## config.mk

```make
export PLATFORM = sky130hd
export DESIGN_NAME = positional_list_engine_top
export DESIGN_NICKNAME = d
export VERILOG_FILES = /design/src/rtl/plm_pkg.sv /design/src/rtl/plm_cell.sv /design/src/rtl/positional_list_engine_top.sv
export SDC_FILE = /design/constraint.sdc
export NUM_CORES = 1
export LEC_CHECK = 0
export ABC_CLOCK_PERIOD_IN_PS = 7000
export BUFFER_PORTS_ARGS = -buffer_cell sky130_fd_sc_hd__buf_2
export CAP_MARGIN = 30
export CORE_ASPECT_RATIO = 1.4
export CORE_MARGIN = 2
export CORE_UTILIZATION = 35
export CTS_CLUSTER_DIAMETER = 200
export DETAILED_ROUTE_END_ITERATION = 12
export HOLD_SLACK_MARGIN = 0.1
export SLEW_MARGIN = 20
export SYNTH_ARGS = -nofsm -noshare
export SYNTH_HDL_FRONTEND = slang
export SYNTH_SLANG_ARGS = --single-unit
```

## constraint.sdc

```tcl
create_clock -name i_clk -period 7 [get_ports i_clk]
set_input_delay 1.05 -clock i_clk [delete_from_list [all_inputs] [get_ports i_clk]]
set_output_delay 1.05 -clock i_clk [all_outputs]
set_load 0.005 [all_outputs]
```

## src/rtl/plm_pkg.sv

```systemverilog
// Package for the positional list engine.
// Holds the request and response types, the command, status and cell codes.
// Depends on nothing.
package plm_pkg;

    localparam int unsigned DATA_W = 32;
    localparam int unsigned IDX_W  = 7;

    typedef enum logic [2:0] {
        CMD_INS_FRONT = 3'd0,
        CMD_INS_BACK  = 3'd1,
        CMD_INS_AT    = 3'd2,
        CMD_DEL_FRONT = 3'd3,
        CMD_DEL_BACK  = 3'd4,
        CMD_DEL_AT    = 3'd5,
        CMD_READ_OUT  = 3'd6
    } t_cmd;

    typedef enum logic [1:0] {
        ST_OK     = 2'd0,
        ST_BADPOS = 2'd1,
        ST_FULL   = 2'd2,
        ST_EMPTY  = 2'd3
    } t_status;

    typedef enum logic [1:0] {
        OP_HOLD   = 2'd0,
        OP_INSERT = 2'd1,
        OP_DELETE = 2'd2,
        OP_ROTATE = 2'd3
    } t_cell_op;

    typedef enum logic {
        S_IDLE = 1'b0,
        S_READ = 1'b1
    } t_state;

    typedef struct packed {
        t_cmd               command;
        logic signed [31:0] value;
        logic [7:0]         position;
    } t_req;

    typedef struct packed {
        logic signed [31:0] element;
        logic               element_valid;
        t_status            status;
        logic [4:0]         count;
        logic               last;
    } t_rsp;

    typedef struct packed {
        t_cell_op          op;
        logic [IDX_W-1:0]  idx;
        logic [IDX_W-1:0]  last_idx;
        logic [DATA_W-1:0] value;
    } t_cell_ctl;

endpackage

```

## src/rtl/plm_cell.sv

```systemverilog
// One storage cell of the list chain, holding the entry at a fixed position.
// Depends on plm_pkg for the broadcast control struct.
module plm_cell #(
    parameter int unsigned CELL_IDX = 0
) (
    input  logic                            i_clk,
    input  plm_pkg::t_cell_ctl              i_ctl,
    input  logic [plm_pkg::DATA_W-1:0]      i_left,
    input  logic [plm_pkg::DATA_W-1:0]      i_right,
    input  logic [plm_pkg::DATA_W-1:0]      i_head,
    output logic [plm_pkg::DATA_W-1:0]      o_data
);

    localparam logic [plm_pkg::IDX_W-1:0] K = plm_pkg::IDX_W'(CELL_IDX);

    logic [plm_pkg::DATA_W-1:0] r_data;
    logic [plm_pkg::DATA_W-1:0] n_data;

    always_comb begin
        n_data = r_data;
        case (i_ctl.op)
            plm_pkg::OP_INSERT: begin
                if (K > i_ctl.idx) begin
                    n_data = i_left;
                end else if (K == i_ctl.idx) begin
                    n_data = i_ctl.value;
                end
            end
            plm_pkg::OP_DELETE: begin
                if (K >= i_ctl.idx) begin
                    n_data = i_right;
                end
            end
            plm_pkg::OP_ROTATE: begin
                if (K < i_ctl.last_idx) begin
                    n_data = i_right;
                end else if (K == i_ctl.last_idx) begin
                    n_data = i_head;
                end
            end
            default: begin
                n_data = r_data;
            end
        endcase
    end

    always_ff @(posedge i_clk) begin
        r_data <= n_data;
    end

    assign o_data = r_data;

endmodule

```

## src/rtl/positional_list_engine_top.sv

```systemverilog
// Top level of the positional list engine: command decode, length, read sequencer.
// Depends on plm_pkg and plm_cell.
//
//   channel   direction   handshake                    payload
//   request   in          i_req_valid / o_req_ready    i_req  (plm_pkg::t_req)
//   response  out         o_rsp_valid / i_rsp_ready    o_rsp  (plm_pkg::t_rsp)
//
// Inserts, deletes and rejected commands give one response each.
// A read of N entries first starts the sequencer, then the head cell is sent each cycle
// that the response slot is free while the cell chain rotates by one, so after N steps
// the list is back in place.
// Reset clears the length and the sequencer; no clearing pass is needed.
// A stalled response holds its register and blocks the next request or step.
module positional_list_engine_top #(
    parameter int unsigned CAPACITY = 16
) (
    input  logic          i_clk,
    input  logic          i_rst_n,
    input  logic          i_req_valid,
    output logic          o_req_ready,
    input  plm_pkg::t_req i_req,
    output logic          o_rsp_valid,
    input  logic          i_rsp_ready,
    output plm_pkg::t_rsp o_rsp
);

    localparam int unsigned LEN_W = $clog2(CAPACITY + 1);

    plm_pkg::t_state    r_state;
    plm_pkg::t_state    n_state;
    logic [LEN_W-1:0]   r_len;
    logic [LEN_W-1:0]   n_len;
    logic [LEN_W-1:0]   r_cnt;
    logic [LEN_W-1:0]   n_cnt;
    logic               r_rsp_valid;
    logic               n_rsp_valid;
    plm_pkg::t_rsp      r_rsp;
    plm_pkg::t_rsp      n_rsp;
    plm_pkg::t_cell_ctl w_ctl;
    plm_pkg::t_status   w_status;
    logic               w_load;
    logic               w_slot;
    logic               w_accept;
    logic               w_full;
    logic               w_empty;
    logic               w_read_last;
    logic [8:0]         w_pos;
    logic [8:0]         w_len9;
    logic [plm_pkg::DATA_W-1:0] w_cell_data [CAPACITY];

    assign w_slot      = !r_rsp_valid || i_rsp_ready;
    assign o_req_ready = (r_state == plm_pkg::S_IDLE) && w_slot;
    assign w_accept    = i_req_valid && o_req_ready;
    assign w_full      = (r_len == LEN_W'(CAPACITY));
    assign w_empty     = (r_len == '0);
    assign w_pos       = 9'(i_req.position);
    assign w_len9      = 9'(r_len);
    assign w_read_last = (r_cnt == LEN_W'(r_len - 1'b1));

    always_comb begin
        n_state = r_state;
        case (r_state)
            plm_pkg::S_IDLE: begin
                if (w_accept && (i_req.command == plm_pkg::CMD_READ_OUT) && !w_empty) begin
                    n_state = plm_pkg::S_READ;
                end
            end
            plm_pkg::S_READ: begin
                if (w_slot && w_read_last) begin
                    n_state = plm_pkg::S_IDLE;
                end
            end
            default: begin
                n_state = plm_pkg::S_IDLE;
            end
        endcase
    end

    always_comb begin
        n_len          = r_len;
        n_cnt          = r_cnt;
        n_rsp          = r_rsp;
        w_load         = 1'b0;
        w_status       = plm_pkg::ST_OK;
        w_ctl.op       = plm_pkg::OP_HOLD;
        w_ctl.idx      = '0;
        w_ctl.last_idx = plm_pkg::IDX_W'(r_len - 1'b1);
        w_ctl.value    = $unsigned(i_req.value);
        case (r_state)
            plm_pkg::S_IDLE: begin
                if (w_accept) begin
                    w_load = 1'b1;
                    case (i_req.command)
                        plm_pkg::CMD_INS_FRONT, plm_pkg::CMD_INS_BACK: begin
                            if (w_full) begin
                                w_status = plm_pkg::ST_FULL;
                            end else begin
                                w_ctl.op  = plm_pkg::OP_INSERT;
                                w_ctl.idx = (i_req.command == plm_pkg::CMD_INS_FRONT) ?
                                            '0 : plm_pkg::IDX_W'(r_len);
                                n_len     = LEN_W'(r_len + 1'b1);
                            end
                        end
                        plm_pkg::CMD_INS_AT: begin
                            if ((w_pos == '0) || (w_pos > (w_len9 + 9'd1))) begin
                                w_status = plm_pkg::ST_BADPOS;
                            end else if (w_full) begin
                                w_status = plm_pkg::ST_FULL;
                            end else begin
                                w_ctl.op  = plm_pkg::OP_INSERT;
                                w_ctl.idx = plm_pkg::IDX_W'(w_pos - 9'd1);
                                n_len     = LEN_W'(r_len + 1'b1);
                            end
                        end
                        plm_pkg::CMD_DEL_FRONT, plm_pkg::CMD_DEL_BACK: begin
                            if (w_empty) begin
                                w_status = plm_pkg::ST_EMPTY;
                            end else begin
                                w_ctl.op  = plm_pkg::OP_DELETE;
                                w_ctl.idx = (i_req.command == plm_pkg::CMD_DEL_FRONT) ?
                                            '0 : plm_pkg::IDX_W'(r_len - 1'b1);
                                n_len     = LEN_W'(r_len - 1'b1);
                            end
                        end
                        plm_pkg::CMD_DEL_AT: begin
                            if ((w_pos == '0) || (w_pos > w_len9)) begin
                                w_status = plm_pkg::ST_BADPOS;
                            end else begin
                                w_ctl.op  = plm_pkg::OP_DELETE;
                                w_ctl.idx = plm_pkg::IDX_W'(w_pos - 9'd1);
                                n_len     = LEN_W'(r_len - 1'b1);
                            end
                        end
                        plm_pkg::CMD_READ_OUT: begin
                            if (!w_empty) begin
                                w_load = 1'b0;
                                n_cnt  = '0;
                            end
                        end
                        default: begin
                            w_status = plm_pkg::ST_OK;
                        end
                    endcase
                    n_rsp.element       = '0;
                    n_rsp.element_valid = 1'b0;
                    n_rsp.status        = w_status;
                    n_rsp.count         = 5'(n_len);
                    n_rsp.last          = 1'b1;
                end
            end
            plm_pkg::S_READ: begin
                if (w_slot) begin
                    w_ctl.op            = plm_pkg::OP_ROTATE;
                    w_load              = 1'b1;
                    n_cnt               = LEN_W'(r_cnt + 1'b1);
                    n_rsp.element       = $signed(w_cell_data[0]);
                    n_rsp.element_valid = 1'b1;
                    n_rsp.status        = plm_pkg::ST_OK;
                    n_rsp.count         = 5'(r_len);
                    n_rsp.last          = w_read_last;
                end
            end
            default: begin
                w_load = 1'b0;
            end
        endcase
        if (w_load) begin
            n_rsp_valid = 1'b1;
        end else if (i_rsp_ready) begin
            n_rsp_valid = 1'b0;
        end else begin
            n_rsp_valid = r_rsp_valid;
        end
    end

    always_ff @(posedge i_clk) begin
        if (!i_rst_n) begin
            r_state     <= plm_pkg::S_IDLE;
            r_len       <= '0;
            r_cnt       <= '0;
            r_rsp_valid <= 1'b0;
        end else begin
            r_state     <= n_state;
            r_len       <= n_len;
            r_cnt       <= n_cnt;
            r_rsp_valid <= n_rsp_valid;
        end
    end

    always_ff @(posedge i_clk) begin
        if (w_load) begin
            r_rsp <= n_rsp;
        end
    end

    for (genvar g = 0; g < CAPACITY; g++) begin : g_cell
        logic [plm_pkg::DATA_W-1:0] w_left;
        logic [plm_pkg::DATA_W-1:0] w_right;
        if (g == 0) begin : g_first
            assign w_left = '0;
        end else begin : g_mid_l
            assign w_left = w_cell_data[g-1];
        end
        if (g == CAPACITY - 1) begin : g_end
            assign w_right = '0;
        end else begin : g_mid_r
            assign w_right = w_cell_data[g+1];
        end
        plm_cell #(
            .CELL_IDX(g)
        ) u_cell (
            .i_clk  (i_clk),
            .i_ctl  (w_ctl),
            .i_left (w_left),
            .i_right(w_right),
            .i_head (w_cell_data[0]),
            .o_data (w_cell_data[g])
        );
    end

    assign o_rsp_valid = r_rsp_valid;
    assign o_rsp       = r_rsp;

    a_len_bound: assert property (@(posedge i_clk) disable iff (!i_rst_n)
        r_len <= LEN_W'(CAPACITY))
        else $error("list length exceeds capacity");

    a_read_blocks: assert property (@(posedge i_clk) disable iff (!i_rst_n)
        (r_state == plm_pkg::S_READ) |-> (!o_req_ready && (r_cnt < r_len)))
        else $error("read sequencer out of range or taking requests");

    a_single_rsp: assert property (@(posedge i_clk) disable iff (!i_rst_n)
        (w_accept && (i_req.command != plm_pkg::CMD_READ_OUT)) |=>
        (o_rsp_valid && o_rsp.last && !o_rsp.element_valid))
        else $error("single response missing after command");

    a_entry_ok: assert property (@(posedge i_clk) disable iff (!i_rst_n)
        (o_rsp_valid && o_rsp.element_valid) |-> (o_rsp.status == plm_pkg::ST_OK))
        else $error("read-out entry with error status");

endmodule
```

# Yosys cells after proc, flatten, opt, wreduce, memory -nomap -nowiden
# Index checks and enable logic that the tools add are counted.
# classes
n_lt_le_gt_ge	50
mux	135
n_addsub	6
bitwise_logic	1
eq_ne	93
n_reduce_logical	37
# op_table
operator	n
$mux 32	79
$pmux 32 s3	16
$eq 4x7->1 const A	16
$ne 3x1->1 const B	31
$mux 41	2
$pmux 41 s2	1
$reduce_and 4->1	17
$eq 3x7->1 const A	8
$ge 4x7->1 const A	8
$gt 4x7->1 const A	8
$lt 4x7->1 const A	8
$mux 5	9
$ne 2x1->1 const B	19
$pmux 9 s4	1
$eq 2x7->1 const A	4
$ge 3x7->1 const A	4
$gt 3x7->1 const A	4
$lt 3x7->1 const A	4
$mux 9	3
$mux 8	3
$pmux 5 s4	1
$eq 1x7->1 const A	2
$ge 1x7->1 const A	2
$ge 2x7->1 const A	2
39 further kinds	70
# totals
output_inout_bits	43
word_cells	347
register_bits	565

# Longest topological paths before layout
# Gate-level depths: netlist of run 1.
# logic_depth
word_depth	11
ltp_mapped	17

# Cells and area by module
# Synthesis of run 1 repeated with hierarchy kept, for this count alone.
# hier_totals
cells_unflattened	3624
hier_area_um2	39152.6
# modules_own_cells
mod	seq_area_each_um2	area_per_inst_um2	instances	cells_per_inst
positional_list_engine_top	1471.4	3108.0	1	309
plm_cell at g_cell[13].u_cell	960.9	2718.9	1	279
plm_cell at g_cell[6].u_cell	960.9	2631.3	1	276
plm_cell at g_cell[4].u_cell	960.9	2580.0	1	245
plm_cell at g_cell[3].u_cell	960.9	2549.9	1	270
plm_cell at g_cell[12].u_cell	960.9	2474.9	1	271
plm_cell at g_cell[5].u_cell	960.9	2419.8	1	192
plm_cell at g_cell[15].u_cell	960.9	2234.6	1	192
plm_cell at g_cell[10].u_cell	960.9	2205.9	1	191
plm_cell at g_cell[2].u_cell	960.9	2120.8	1	153
plm_cell at g_cell[8].u_cell	960.9	2119.5	1	195
plm_cell at g_cell[14].u_cell	960.9	2094.5	1	150
plm_cell at g_cell[11].u_cell	960.9	2069.5	1	189
plm_cell at g_cell[1].u_cell	960.9	2026.9	1	186
+3 rows	--	--	--	--

# Worst setup path after synthesis of run 1
# No wires, ideal clock.
# synth_path
path_type	reg-to-reg
from	register r_len[0]
to	register g_cell[13].u_cell.r_data (netlist bit g_cell[13].u_cell.o_data[0]) (enable)
path_slack_ns	0.212
arrival_ns	6.320
n_path_buf	4
setup_ns	0.468
stages_incl_launch_ff	16
path_cell_list	dfxtp_1 > clkbuf_1 > inv_1 > ha_1 > clkbuf_1 > inv_1 > ha_1 > and4_1 > nand2b_1 > a21oi_1 > o22a_2 > o21ai_1 > buf_2 > a31oi_1 > clkbuf_1 > nor3b_1
# synth_via
elab_chain_cells	10
word_cells_on_any_way	32
# synth_rtl
element	line	source
start: declaration	positional_list_engine_top.sv:31	logic [LEN_W-1:0] r_len;
start signal: assignment	positional_list_engine_top.sv:184	r_len <= n_len;
$add 5x1->6	positional_list_engine_top.sv:105	if ((w_pos == '0) || (w_pos > (w_len9 + 9'd1))) begin
$gt 8x6->1	positional_list_engine_top.sv:105	
$logic_or 1x1->1	positional_list_engine_top.sv:105	
$mux 8	positional_list_engine_top.sv:105	
$pmux 9 s4	positional_list_engine_top.sv:93	case (i_req.command)
$mux 9	positional_list_engine_top.sv:91	if (w_accept) begin
$mux 7 / $pmux 2 s2 (equally long branches)	positional_list_engine_top.sv:89	case (r_state)
$gt 4x7->1, or another cell as far along	plm_cell.sv:23	if (K > i_ctl.idx) begin
$ne 3x1->1 (no line), or another cell as far along	--	
$reduce_and 4->1 (no line) *	--	
end signal: assignment	plm_cell.sv:48	r_data <= n_data;
end: declaration	plm_cell.sv:16	logic [plm_pkg::DATA_W-1:0] r_data;
# Mark *: on every way between the ends. The rest lies on a longest branch, timed or not.
# A chain may end at the register's enable or synchronous reset.

# Final worst setup path of run 1
# layout_path
from	register r_len[0]
to	register g_cell[8].u_cell.r_data (netlist bit g_cell[8].u_cell.o_data[18]) (enable)
# layout_via
elab_chain_cells	10
word_cells_on_any_way	32
# layout_rtl
element	line
$add 5x1->6	positional_list_engine_top.sv:105
$gt 8x6->1	positional_list_engine_top.sv:105
$logic_or 1x1->1	positional_list_engine_top.sv:105
$mux 8	positional_list_engine_top.sv:105
$pmux 9 s4	positional_list_engine_top.sv:93
$mux 9	positional_list_engine_top.sv:91
$mux 7 / $pmux 2 s2 (equally long branches)	positional_list_engine_top.sv:89
$gt 4x7->1, or another cell as far along	plm_cell.sv:23
$ne 3x1->1 (no line), or another cell as far along	--
$reduce_and 4->1 (no line) *	--
end signal: assignment	plm_cell.sv:48
end: declaration	plm_cell.sv:16
# Marked as above.

==> results_dict.tcl, run 1 <==
set metrics [dict create \
    async_reset_ff_share_pct 0 \
    ctsHoldBuffers 0 \
    synthSimpleGateAreaFrac_pct 9.01 \
    final_nets 2820 \
    cts-resized-gates 0 \
    vdd_drop_max_v 0.000176 \
    max-slew-margin-rel_pct 34.5 \
    swShare_pct 37.8 \
    numClockSinks 565 \
    rsz0062_at_grt "false" \
    synth_mux_area_share_pct 7.32 \
    critPathSlowestCell "a211oi_4" \
    p_sw_mw 5.15 \
    drcViolationCount 0 \
    die_area_sq_um 92300 \
    core-area_sq_um 89500 \
    synth_seq_cells 565 \
    drv_cap 0 \
    worstPathCellList "inv_1 > nor3_1 > nand3_1 > ha_1 > nor4bb_1 > a21oi_1 > or3_1 > o22a_2 > o31ai_4 > a32oi_4 > buf_4 > a211oi_4 > buf_12" \
    fmax_mhz 174 \
    worstRegToRegCells 13 \
    drt-pass1-iter-count 8 \
    synth_compound_area_share_pct 24.2 \
    track_usage_pct 26.0 \
    p_per_area_nw_per_um2 386 \
    hold_path.class "reg -> reg" \
    ys_seq_area_share_pct 53.6 \
    syn_avg_cell_area_sq_um 11.0 \
    synth_cells 2867 \
    num_rows 130 \
    crit_path_end_kind "flip-flop" \
    worst-slew-pin-transition_ns 0.980 \
    finalSetupViolCount 0 \
    synth-edff-count 553 \
    wire_per_inst_um 31.1 \
    outcome "complete, no violations" \
    clk-insertion-delay-late_ns 0.64 \
    synth_top_family_by_area "compound AO/OA/AOI/OAI gates" \
    fp.dieW_um 257 \
    cts_tree "built" \
    synth_nets 2932 \
    r2r-start "r_len[0]" \
    die_y_um 359 \
    cp_max_fo 33 \
    crit_required_ns 7.33 \
    p_seq_share_pct 44.2 \
    place_inst 3879 \
    min_from "r_state" \
    slowest_delay_ns 0.74 \
    regToRegEndpoint "g_cell[8].u_cell.o_data[18]" \
    place.gp.congestion 0.876 \
    grt_pass1_wl_mm 178 \
    holdWs_ns 0.447 \
    synthesis.area_sq_um 31400 \
    r2r_slack_ns 1.25 \
    ioPinCount 90 \
    clk_pin_slew_worst_paths_ns 0.06 \
    cts_buffers 59 \
    port_buffers 89 \
    initial_core_util_pct 35.2 \
    grt_pass1_vias 25771 \
    tns_ns 0 \
    yosysWarnings 0 \
    first_iter_violations 3739 \
    grt_overflow 0 \
    yosysTopAreaCellShare_pct 52.8 \
    comb_power_share_pct 32.3 \
    period_share_pct 82.1 \
    synthAdderAreaFrac_pct 0.716 \
    cts_setup_buffers 0 \
    synth_largest_area_cell "edfxtp_1" \
    vias 26981 \
    synth_xor_area_share_pct 0.613 \
    drive_gt1_share_pct 12.3 \
    ant_nets 0 \
    power_frac_clock_pct 23.5 \
    min_to "o_rsp[8]" \
    synth_area_leaders "edfxtp_1 (53%), a22oi_1 (9.8%), mux2i_1 (7.3%), o211ai_1 (4.7%), clkbuf_1 (3.2%)" \
    finalHoldViolations 0 \
    intPower_mw 8.46 \
    worstHoldPathCells 0 \
    wl_mm 124 \
    root_buffer "clkbuf_16" \
    antenna_found_initial 19 \
    synthFlopType "edfxtp_1" \
    stdcell_count 3999 \
    dp_hpwl_mm 71.1 \
    skew_ns 0.0142 \
    vias_per_cell 6.75 \
    period_minus_slack_ns 5.75 \
    start_kind "flip-flop" \
    maxSlewViolCount 0 \
    cts.path.max_buffers 3 \
    grt_max_degree 101 \
    area_growth_pct 12.2 \
    synth_cell_types 76 \
    crit_arrival_ns 6.08 \
    leakage_nw 11.4 \
    crit_type "reg -> reg" \
    h-tree-depth 2 \
]
layout by cell type (no fill, tap or decap), types with 12 or more instances in the layout:
master	count
edfxtp_1	553
a221o_1	31
o21bai_1	31
and2_1	36
a32oi_1	33
nand3_1	108
clkinv_2	16
o211ai_1	196
a21oi_1	58
clkbuf_1	12
o21ai_0	188
nor2b_1	35
nand2_1	189
a22oi_1	410
nor2_1	46
buf_2	89
buf_4	79
inv_1	12
o21ai_1	65
ha_1	18
nand4_1	71
clkbuf_16	62
mux2i_1	230
cell families after synthesis:
logic type / after synthesis
DFF: 565
xor gates and xnor gates: 22
buffers and inverters: 367
muxes: 230
AOI/OAI and AO/OA: 1097
adders and majority gates: 18
and+or+nand+nor: 568
power by group through the flow:
stage                     Sequential (mW)  Combinational, mW  Clock, mW
after floorplan                      5.67               2.83          0
after global placement               6.04               4.15          0
after detailed placement             6.05               4.25          0
after CTS                            5.99               4.27       3.23
after global routing                 6.13               4.64       3.34
final                                6.01               4.39       3.20
cell type report:
type	count	area, sq um
antenna	9	22.5
clock buffer	76	1620
clock inverter	32	249
fill	8665	54200
inverter	13	48.8
multi-input combinational	1935	13700
sequential	565	16800
tap	1188	1490
timing repair buffer	181	1320
cells in the mapped netlist (all sizes together), types with 56 or more instances:
| cell | number |
|---|---|
| edfxtp | 553 |
| a22oi | 411 |
| clkbuf | 271 |
| o21ai | 258 |
| mux2i | 230 |
| o211ai | 196 |
| nand2 | 192 |
| nand3 | 109 |
| buf | 83 |
| nand4 | 71 |
| a21oi | 62 |
| nor2 | 56 |
worst max-delay path by stage:
| stage | from | endpoint | depth (start not counted) |
|---|---|---|---|
| finish | r_len[0] | g_cell[8].u_cell.o_data[18] | 13 |
| global route | r_len[0] | g_cell[8].u_cell.o_data[18] | 13 |
| CTS | r_len[0] | g_cell[8].u_cell.o_data[18] | 13 |
| detailed placement | r_len[0] | g_cell[8].u_cell.o_data[18] | 13 |
| global placement | r_len[0] | g_cell[8].u_cell.o_data[1] | 13 |
| floorplan | r_len[0] | g_cell[13].u_cell.o_data[0] | 15 |
critical path: cells and delay by family, from the launching register on:
kind / cells / cell delay [ns]
flops: 1 / 0.70
buf+inv: 3 / 1.00
simple gates: 4 / 1.23
compound gates: 5 / 2.09
fa+ha+maj: 1 / 0.34
state kept, by name, indices dropped and copies added (netlist names):
register and count:
g_cell.u_cell.o_data 512, o_rsp_valid 1, o_rsp 41, r_len 5
r_state 1, r_cnt 5
routing by layer:
layer	vias up	share of wire, %	global-route usage [%]
met4	22	5.2	12.1
met3	408	12	6.12
met5	-	0.11	0
met2	1887	44	40.1
met1	13479	39	34.5
li1	11185	-	-
stage by stage:
stage	setup WS (ns)	total power [mW]	area, sq um	utilization (%)
6_report	1.25	13.6	35300	39.4
5_1_grt	1.03	14.1	35300	39.4
4_1_cts	1.36	13.5	35200	39.3
3_5_place_dp	1.40	10.3	33300	37.2
3_3_place_gp	1.49	10.2	33200	37.1
2_1_floorplan	0.212	8.50	31400	-
Power figures use the tool's default switching activity.
==> run 2, diff against run 1 <==
--- a/config.mk
+++ b/config.mk
@@ -5,7 +5,8 @@
 export SDC_FILE = /design/constraint.sdc
 export NUM_CORES = 1
 export LEC_CHECK = 0
-export ABC_CLOCK_PERIOD_IN_PS = 7000
+export ABC_AREA = 1
+export ABC_CLOCK_PERIOD_IN_PS = 5800
 export BUFFER_PORTS_ARGS = -buffer_cell sky130_fd_sc_hd__buf_2
 export CAP_MARGIN = 30
 export CORE_ASPECT_RATIO = 1.4
==> constraint.sdc (replaced) <==
create_clock -name i_clk -period 5.8 [get_ports i_clk]
set_input_delay 0.87 -clock i_clk [delete_from_list [all_inputs] [get_ports i_clk]]
set_output_delay 0.87 -clock i_clk [all_outputs]
set_load 0.005 [all_outputs]
==> run 2 against run 1 <==
Sequential cell count unchanged. Worst hold slack better by 0.069 ns. Clock-buffer cell count is 9 lower. Die area is 20% higher. Final cell count is 65% higher. Combinational power decreased by 21%. Sequential share of layout area down 7.4 points. Critical path type unchanged.
==> results_dict.tcl, run 2 <==
set metrics [dict create \
    outcome "complete, no violations" \
    synth_seq_cells 565 \
    swShare_pct 36.4 \
    final_nets 5164 \
    hold_path.class "in -> reg" \
    dpl-instance-area_sq_um 39900 \
    p_sw_mw 4.60 \
    power_frac_clock_pct 29.8 \
    fmax_mhz 206 \
    rsz0062_at_grt "false" \
    final_cell_mix "nand2_1 (1585), inv_1 (779), edfxtp_1 (553)" \
    r2r-start "r_len[1]" \
    grt_overflow 0 \
    async_reset_ff_share_pct 0 \
    track_usage_pct 28.8 \
    synth_cell_types 54 \
    dp_hpwl_mm 97.4 \
    numClockSinks 565 \
    area_growth_pct 10.0 \
    cts_tree "built" \
    place.gp.congestion 0.939 \
    skew_ns 0.0301 \
    yosysTopAreaCellShare_pct 43.7 \
    final_common_cell "nand2_1" \
    total_power_mw 12.6 \
    initial_core_util_pct 35.1 \
    core-area_sq_um 108000 \
    p_seq_share_pct 42.7 \
    synth_largest_area_cell "edfxtp_1" \
    cts_buffers 57 \
    worst-slew-pin-transition_ns 1.05 \
    grt_max_degree 144 \
    leakage_nw 18.4 \
    vdd_drop_max_v 0.000240 \
    crit_required_ns 6.11 \
    grt_pass1_vias 35672 \
    p_per_area_nw_per_um2 303 \
    num_rows 143 \
    die_y_um 394 \
    startpoint "r_len[1]" \
    synth_nets 5280 \
    period_share_pct 83.9 \
    crit_type "reg -> reg" \
    drive_gt1_share_pct 7.38 \
    clk-insertion-delay-late_ns 0.68 \
    antenna_found_initial 17 \
    cp_max_fo 23 \
    intPower_mw 8.05 \
    crit_path_end_kind "flip-flop" \
    h-tree-depth 2 \
    synth_area_leaders "edfxtp_1 (44%), nand2_1 (16%), inv_1 (7.7%), o21ai_0 (6.8%), nand3_1 (5.1%)" \
    cts.path.max_buffers 3 \
    root_buffer "clkbuf_16" \
    crit_arrival_ns 5.18 \
    syn_avg_cell_area_sq_um 7.28 \
    ys_seq_area_share_pct 44.4 \
    drv_cap 0 \
    holdWs_ns 0.515 \
    vias_per_cell 5.69 \
    max-slew-margin-rel_pct 30.1 \
    drt-pass1-iter-count 6 \
    yosysMostFrequentCell "nand2_1" \
    synth_cells 5215 \
    finalHoldViolations 0 \
    place_inst 6487 \
    first_iter_violations 4711 \
    synth-edff-count 553 \
    die_area_sq_um 111000 \
    ant_nets 0 \
    yosysWarnings 0 \
    ctsHoldBuffers 0 \
    stdcell_count 6607 \
    port_buffers 89 \
    vias 37566 \
    period_minus_slack_ns 4.86 \
    ys_top_cells_by_count "nand2_1 (1603), inv_1 (781), edfxtp_1 (553)" \
    finalSetupViolCount 0 \
    synthesis.area_sq_um 38000 \
    ioPinCount 90 \
    cts-resized-gates 0 \
    comb_power_share_pct 27.4 \
    grt_pass1_wl_mm 236 \
    synthFlopType "edfxtp_1" \
    design_area_sq_um 41800 \
    clk_pin_slew_worst_paths_ns 0.07 \
    cts_setup_buffers 0 \
    maxSlewViolCount 0 \
    tns_ns 0 \
    min_from "i_rst_n" \
    wire_per_inst_um 24.7 \
    drcViolationCount 0 \
    fp.dieW_um 282 \
    start_kind "flip-flop" \
    largest_register_ffs 512 \
    wl_mm 163 \
]
[run 2: changes by cell type in the layout (fill, tap and decap cells not counted), moves of 156 or more]
cell	previous run	this run
o21ai_0	188	514
nor2_1	46	225
inv_1	12	779
nand3_1	108	384
o21bai_1	31	187
o22ai_1	4	250
mux2i_1	230	0
a22oi_1	410	1
nand2_1	189	1585
o211ai_1	196	33
[run 2: logic make-up (layout without fill, tap and decap cells)]
family	after synthesis	count (layout)	share of synthesized area [%]
buffers and inverters	1213	1144	12.7
AND/OR/NAND/NOR	2274	2274	24.2
other	0	11	0
flip-flops	565	565	44.4
XOR/XNOR	9	9	0.208
adder cells (fa/ha/maj)	18	18	0.593
AO/OA/AOI/OAI	1136	1136	17.9
[run 2: area by class of cell]
class / instances / area [sq um]
Tap cell: 1450 / 1810
Timing Repair Buffer: 192 / 1480
Clock inverter: 39 / 270
Sequential cell: 565 / 16800
Multi-Input combinational cell: 3437 / 16600
Fill cell: 11202 / 66300
Clock buffer: 67 / 1510
Inverter: 846 / 3190
Antenna cell: 11 / 27.5
[run 2: per-layer routing]
metal  vias to the layer above  track usage [%]  share of wire [%]
met3                       691             4.88                 10
met1                     17716             33.6                 35
met5                         -                0              0.025
met2                      2358             46.4                 46
met4                         6             23.0                9.4
li1                      16795                -                  -
[run 2: power by group through the flow]
stage	Clock, mW	Sequential, mW	Combinational, mW
after floorplan	0	5.40	2.09
after global placement	0	5.48	3.28
after detailed placement	0	5.49	3.34
after CTS	3.79	5.40	3.35
after global routing	3.91	5.45	3.73
final	3.77	5.41	3.47
[run 2: path summary, 6_finish.rpt]
kind | endpoint | slack, ns | cells past startpoint
worst max-delay path | g_cell[9].u_cell.o_data[9] | 0.94 | 20
worst min-delay path | r_len[0] | 0.52 | 3
worst max register to register | g_cell[9].u_cell.o_data[9] | 0.94 | 20
worst min register to register | r_cnt[0] | 0.53 | 2
[run 2: critical path: stages (launching register included)]
cell	delay (ns)
dfxtp_1	0.43
inv_1	0.17
ha_1	0.52
inv_1	0.18
ha_1	0.34
nand2_1	0.06
nand2_1	0.06
nand2_1	0.04
nand2_1	0.05
nand2_1	0.04
nand2_1	0.06
nand2_1	0.08
nand4_2	0.17
nand3_1	0.11
nand2_1	0.15
nand2_4	0.15
inv_2	0.48
nand2_8	0.17
nand2_2	0.54
nor3b_2	0.32
buf_4	0.39
[run 2: stage by stage]
step / util, % / setup WS (ns)
detailed placement: 36.9 / 1.04
CTS: 38.6 / 1.03
global placement: 36.9 / 1.04
global route: 38.7 / 0.663
finish: 38.7 / 0.936
floorplan: - / 0.125
